$ cat src/hdl/ltad_pkg.sv
// ----------------------------------------------------------------------------
// ltad_pkg
// Shared constants, register indexes and stage records for the lead aim block.
// ----------------------------------------------------------------------------
package ltad_pkg;

    localparam int unsigned ISQRT_STAGES = 32;
    localparam int unsigned TDIV_STAGES  = 48;
    localparam int unsigned NDIV_QBITS   = 15;
    localparam int unsigned NDIV_STAGES  = NDIV_QBITS + 1;
    localparam int unsigned SA_DELAY     = ISQRT_STAGES + TDIV_STAGES;

    localparam logic CFG_SPEED  = 1'b0;
    localparam logic CFG_MUZZLE = 1'b1;

    localparam logic [23:0] SPEED_RESET  = 24'd256000;
    localparam logic [15:0] MUZZLE_RESET = 16'd25600;

    typedef struct packed {
        logic [2:0][32:0] dr;
        logic [2:0][31:0] vm;
        logic [2:0]       vneg;
        logic [31:0]      cz;
    } side_a_t;

    typedef struct packed {
        logic [2:0][48:0] am;
        logic [2:0]       aneg;
        logic [31:0]      cz;
    } side_m_t;

    typedef struct packed {
        logic [2:0][30:0] am;
        logic [2:0]       aneg;
        logic [31:0]      cz;
    } side_b_t;

    typedef struct packed {
        logic [2:0]  aneg;
        logic [31:0] cz;
    } side_c_t;

    function automatic logic [31:0] sat32(input logic [32:0] v);
        logic [31:0] r;
        if (v[32] != v[31])
            r = v[32] ? 32'h8000_0000 : 32'h7fff_ffff;
        else
            r = v[31:0];
        return r;
    endfunction

endpackage

$ cat src/hdl/ltad_isqrt.sv
// ----------------------------------------------------------------------------
// ltad_isqrt
// Pipelined integer square root of a 64-bit value, one root bit per stage.
// ----------------------------------------------------------------------------
module ltad_isqrt (
    input  logic        clk,
    input  logic        rst_n,
    input  logic        en,
    input  logic        in_vld,
    input  logic [63:0] rad,
    output logic        out_vld,
    output logic [31:0] root
);

    logic        vld_reg  [ltad_pkg::ISQRT_STAGES];
    logic [33:0] rem_reg  [ltad_pkg::ISQRT_STAGES];
    logic [31:0] root_reg [ltad_pkg::ISQRT_STAGES];
    logic [63:0] rad_reg  [ltad_pkg::ISQRT_STAGES];

    for (genvar j = 0; j < ltad_pkg::ISQRT_STAGES; j++)
    begin : g_stage
        logic        vld_in;
        logic [33:0] rem_in;
        logic [31:0] root_in;
        logic [63:0] rad_in;
        logic [35:0] cur;
        logic [35:0] trial;
        logic        take;
        logic [33:0] rem_next;
        logic [31:0] root_next;

        if (j == 0)
        begin : g_first
            assign vld_in  = in_vld;
            assign rem_in  = '0;
            assign root_in = '0;
            assign rad_in  = rad;
        end
        else
        begin : g_rest
            assign vld_in  = vld_reg[j-1];
            assign rem_in  = rem_reg[j-1];
            assign root_in = root_reg[j-1];
            assign rad_in  = rad_reg[j-1];
        end

        assign cur       = {rem_in, rad_in[63:62]};
        assign trial     = {2'b00, root_in, 2'b01};
        assign take      = (cur >= trial);
        assign rem_next  = take ? 34'(cur - trial) : cur[33:0];
        assign root_next = {root_in[30:0], take};

        always_ff @(posedge clk or negedge rst_n)
        begin
            if (!rst_n)
                vld_reg[j] <= 1'b0;
            else if (en)
                vld_reg[j] <= vld_in;
        end

        always_ff @(posedge clk)
        begin
            if (en)
            begin
                rem_reg[j]  <= rem_next;
                root_reg[j] <= root_next;
                rad_reg[j]  <= {rad_in[61:0], 2'b00};
            end
        end
    end

    assign out_vld = vld_reg[ltad_pkg::ISQRT_STAGES-1];
    assign root    = root_reg[ltad_pkg::ISQRT_STAGES-1];

endmodule

$ cat config.mk
export PLATFORM = sky130hd
export DESIGN_NAME = ltad_isqrt
export DESIGN_NICKNAME = d
export VERILOG_FILES = /design/src/hdl/ltad_pkg.sv /design/src/hdl/ltad_isqrt.sv
export SDC_FILE = /design/constraint.sdc
export NUM_CORES = 2
export LEC_CHECK = 0
export BUFFER_PORTS_ARGS = -buffer_cell sky130_fd_sc_hd__buf_2
export CAP_MARGIN = 20
export CORE_MARGIN = 2
export CORE_UTILIZATION = 50
export DETAILED_ROUTE_END_ITERATION = 6
export PLACE_DENSITY = 0.68
export SYNTH_ARGS = -nofsm -noshare
export SYNTH_HDL_FRONTEND = slang
export SYNTH_MEMORY_MAX_BITS = 65536
export SYNTH_SLANG_ARGS = --single-unit
$ cat constraint.sdc
create_clock -name clk -period 3.5 [get_ports clk]
set_input_delay 0.7 -clock clk [delete_from_list [all_inputs] [get_ports clk]]
set_output_delay 0.7 -clock clk [all_outputs]
set_load 0.02 [all_outputs]
# [Yosys cells after proc, flatten, opt, wreduce, memory -nomap -nowiden]
# Memory sizes are Yosys's and may differ from the RTL's.
# Index checks and enable logic that the tools add are counted.
[op_classes] add_sub_neg=32 magnitude_cmp=32 muxes=34
[op_table] cell="$ge 36x34->1" count=31
[op_table] cell="$mux 34" count=32
[op_table] cell="$sub 34x34->34" count=31
[op_table] cell="$sub 2x1->3 const B" count=1
[op_table] cell="$ge 2x1->1 const B" count=1
[op_table] cell="$mux 1" count=2
[totals] regBits=32 ramBits=4096 in_bits=68 word_cells=133 n_memories=3
[mem_list] name="rad_reg" words=32 width=62 rd=31 rd_clocked_by_memory_dff=0 wr=32 line="ltad_isqrt.sv:18" rtl="logic [63:0] rad_reg [ltad_pkg::ISQRT_STAGES];"
[mem_list] name="rem_reg" words=32 width=34 rd=31 rd_clocked_by_memory_dff=0 wr=32 line="ltad_isqrt.sv:16" rtl="logic [33:0] rem_reg [ltad_pkg::ISQRT_STAGES];"
[mem_list] name="root_reg" words=32 width=32 rd=32 rd_clocked_by_memory_dff=0 wr=32 line="ltad_isqrt.sv:17" rtl="logic [31:0] root_reg [ltad_pkg::ISQRT_STAGES];"

# [Longest topological paths before layout]
# An unclocked memory read counts as a cell.
[depth] word_depth=3 ltp_mapped=14

# [Least setup slack after synthesis]
# No wires, ideal clock.
[synth_timing] path_type="flip-flop to flip-flop" from="mem rem_reg[10][20]" to="mem rem_reg[11][27], data pin" setup_time_ns=0.271 arrival_ns=3.491 required_ns=3.229 slack_ns=-0.262 path_stages_with_launch=11 path_buffers=1 cell_sequence="edfxtp_1 -> or4_4 -> or3_4 -> or4_4 -> or3_1 -> or2_1 -> or4_4 -> o31ai_4 -> buf_4 -> nor4_1 -> xor2_1"
[synth_lines] item="from (decl)" line="ltad_isqrt.sv:16"

==> qor.csv <==
stage,metric,value,unit
outcome,outcome,finished with violations,
outcome,violations,negative setup slack,
synthesis,synthesis.nets,9762,
sta,holdWs,0.0807,ns
sta,drv_slew,0,
power,netSwitchingPower,25.0,mW
clock_tree,htree_levels,5,
setup_path,critPathMaxStageDelay,0.55,ns
sta,setup_viol,55,
setup_path,slowest_stage,or4_4,
power,p_comb_share,21.5,%
synthesis,ys_warn_count,0,
synthesis,synth_area_leaders,"edfxtp_1 (64%), ha_1 (5.9%), xor2_1 (3.2%)",
power,pwr-share-seq,46.6,%
synthesis,synth_edf_count,2523,
synthesis,ys_seq_elements,2555,
sta,min_period_over_period,107,%
detailed_routing,postRouteAntennaNets,0,
synthesis,yosysTopAreaCellShare,64.0,%
min_path,holdPathEnd,root_reg[0][0],
floorplan,start_util,50.3,%
floorplan,core,235000,µm²
layout,num-fill-cells,18600,
placement,dp_slack,-0.182,ns
setup_path,cp_num_cells,10,
synthesis,yosysTopAreaCell,edfxtp_1,
setup_path,crit_fanout,6,
floorplan,ios,101,
detailed_routing,routedWlPerCell,19.4,µm
power,p_total,88.7,mW
floorplan,die_area,241000,µm²
setup_path,r2r_slack,-0.24,ns
layout,layout-drive-gt1-share,12.5,%
clock_tree,clk_latency,0.93,ns
setup_path,cp_top_family,simple AND/OR/NAND/NOR gates,
setup_path,r2r-end,rem_reg[11][29],
layout,nNetsFinal,10500,
sta,slew-limit-headroom,42.7,%
layout,seq_area,76600,µm²
detailed_routing,vias,72700,
setup_path,r2r_start,rem_reg[10][20],
clock_tree,cts-root-buf,clkbuf_16,
clock_tree,clk_pin_slew,0.06,ns
sta,fin_setup_tns,-6.83,ns
detailed_routing,viasPerCell,5.48,
sta,hold_violations,0,
grt,grt_max_degree,135,
setup_path,cpMostUsedCell,or4_4,
placement,place_hpwl,188000,µm
power,p_int,63.6,mW
setup_path,end_kind,flop,
sta,worstMarginPinSlew,0.852,ns
setup_path,path_cells,or4_4 -> or3_4 -> or4_4 -> or3_4 -> or2_4 -> or4_4 -> o31ai_4 -> buf_6 -> nor3_2 -> xor2_1,
synthesis,yosysUniqueCellTypes,91,
floorplan,die_h,491,µm
setup_path,path_buf_inv,1,
min_path,worstHoldPathType,input pin to flop,
setup_path,cp.arrival,4.35,ns
synthesis,ys_async_sr_fraction,1.25,%
grt,grt_pass1_vias,73300,
sta,max_freq,0.267,GHz
power,p_leak,52.7,nW
sta,period_needed,3.74,ns
detailed_routing,drtPass1Iterations,6,
clock_tree,clk_path_buf_depth,4,
detailed_routing,drt_iter0_markers,4834,
setup_path,r2r_cells,10,
layout,utilization,58.1,%
setup_path,worstPathRequired,4.11,ns
power,p_clk_share,31.9,%
min_path,hold_path_depth,2,
setup_path,path_class,flop to flop,
placement,port-buffer-count,100,
grt,grt_overflow,0,
clock_tree,cts_tree,built,
placement,gp_congestion,0.914,
clock_tree,numClockSinks,2555,
synthesis,synthesis.area,118000,µm²
synthesis,ys_seq_area_share,64.6,%
layout,syn2layout_area_growth,15.4,%
power,p_sw_share,28.2,%
layout,largest_register_ff_count,1003,
layout,multi_input_area,39300,µm²
flow_run,cap_viol_max_count,0,
clock_tree,cts_buffers,289,
synthesis,synth.avg_cell_area,13.0,µm²
grt,antenna_found_initial,5,
floorplan,die_x,491,µm
sta,worst_slack,-0.240,ns
min_path,min-delay-start,rad[63],
floorplan,placement_rows,178,
layout,final_common_cell,edfxtp_1,
layout,final_cell_mix,"edfxtp_1 (2523), inv_1 (696), nand2_1 (632), ha_1 (560), a21oi_1 (549)",
detailed_routing,drt_wl_total,257000,µm
detailed_routing,drcViolationCount,0,
synthesis,yosys_most_used_dff,edfxtp_1,
power,ir_drop,0.000458,V
grt,grt_first_pass_wirelength,400000,µm
grt,grt_usage,21.0,%
synthesis,synthesis.instances,9132,
power,p_per_area,649,nW/µm²
setup_path,startpoint_type,flop,
sta,finClkSkew,0.0714,ns
sta,rsz0062_at_grt,true,
[power by group through the flow]
stage	Clock, mW	Sequential (mW)	Combinational, mW
3_5_place_dp	0	41.9	18.6
2_1_floorplan	0	40.7	12.7
6_report	28.3	41.3	19.1
3_3_place_gp	0	41.8	18.3
4_1_cts	29.1	41.3	18.8
5_1_grt	30.3	41.7	21.0
[cell type report]
| cell class | count | area share (%) |
|---|---|---|
| antenna | 5 | 0.00915 |
| clock buffer | 347 | 5.55 |
| clock inverter | 144 | 0.895 |
| inverter | 704 | 1.93 |
| multi-input combinational | 5697 | 28.7 |
| sequential | 2555 | 56.0 |
| tap | 3150 | 2.88 |
| timing repair buffer | 646 | 3.97 |
[metrics by stage]
| step | cell area (µm²) | cells |
|---|---|---|
| after floorplan | 119000 | 9132 |
| after global placement | 126000 | 12700 |
| after detailed placement | 126000 | 12700 |
| after CTS | 136000 | 13200 |
| after global routing | 137000 | 13200 |
| final | 137000 | 13200 |
[worst max-delay path by stage]
stage / from / end
2_1_floorplan: rem_reg[10][20] / rem_reg[11][27]
3_3_place_gp: rem_reg[10][20] / rem_reg[11][17]
3_5_place_dp: rem_reg[10][20] / rem_reg[11][25]
4_1_cts: rem_reg[10][20] / rem_reg[11][33]
5_1_grt: rem_reg[10][20] / rem_reg[11][29]
6_report: rem_reg[10][20] / rem_reg[11][29]
[cells in the mapped netlist, types with 153 or more instances]
cell type / n
a21o_1: 218
a21oi_1: 562
clkbuf_1: 153
edfxtp_1: 2523
ha_1: 562
inv_1: 696
nand2_1: 633
nor2_1: 549
nor3_1: 229
o21ai_0: 498
xnor2_1: 418
xor2_1: 437
[cell families (layout without fill, tap and decap cells)]
group | after synthesis | in the layout | share of synthesized area (%)
AOI/OAI and AO/OA | 1819 | 1819 | 9.46
xor gates and xnor gates | 855 | 855 | 6.32
adders and majority gates | 562 | 562 | 5.94
buffers and inverters | 880 | 1841 | 2.81
DFF | 2555 | 2555 | 64.6
muxes | 105 | 105 | 0.987
other | 1 | 6 | 0.00317
and+or+nand+nor | 2355 | 2355 | 9.85
[layer usage]
metal / share of wire (%) / global-route usage, % / wire, µm / vias to the layer above
met1: 40 / 24.6 / 102000 / 35100
met5: 0 / 0 / 0 / -
met2: 51 / 37.4 / 131000 / 1674
met3: 3.9 / 2.99 / 10100 / 557
met4: 5.3 / 10.6 / 13600 / 0
li1: - / - / - / 35300
[worst register-to-register path, cell delays in order (launching register included)]
cell and delay [ns]:
edfxtp_1 0.39, or4_4 0.55, or3_4 0.34, or4_4 0.42, or3_4 0.35, or2_4 0.24, or4_4 0.52, o31ai_4 0.24
buf_6 0.17, nor3_2 0.05, xor2_1 0.15
[repair_timing]
action | CTS | global route
endpoints found under the hold margin | 93 | 0
buffers inserted | 7 | 21
resized for setup | 31 | 126
pin swaps | 3 | 14
cloned | 1 | 3
hold buffers | 62 | 0
endpoints found under the setup margin | 92 | 297
Note: power is estimated with default switching activity, not from simulation.
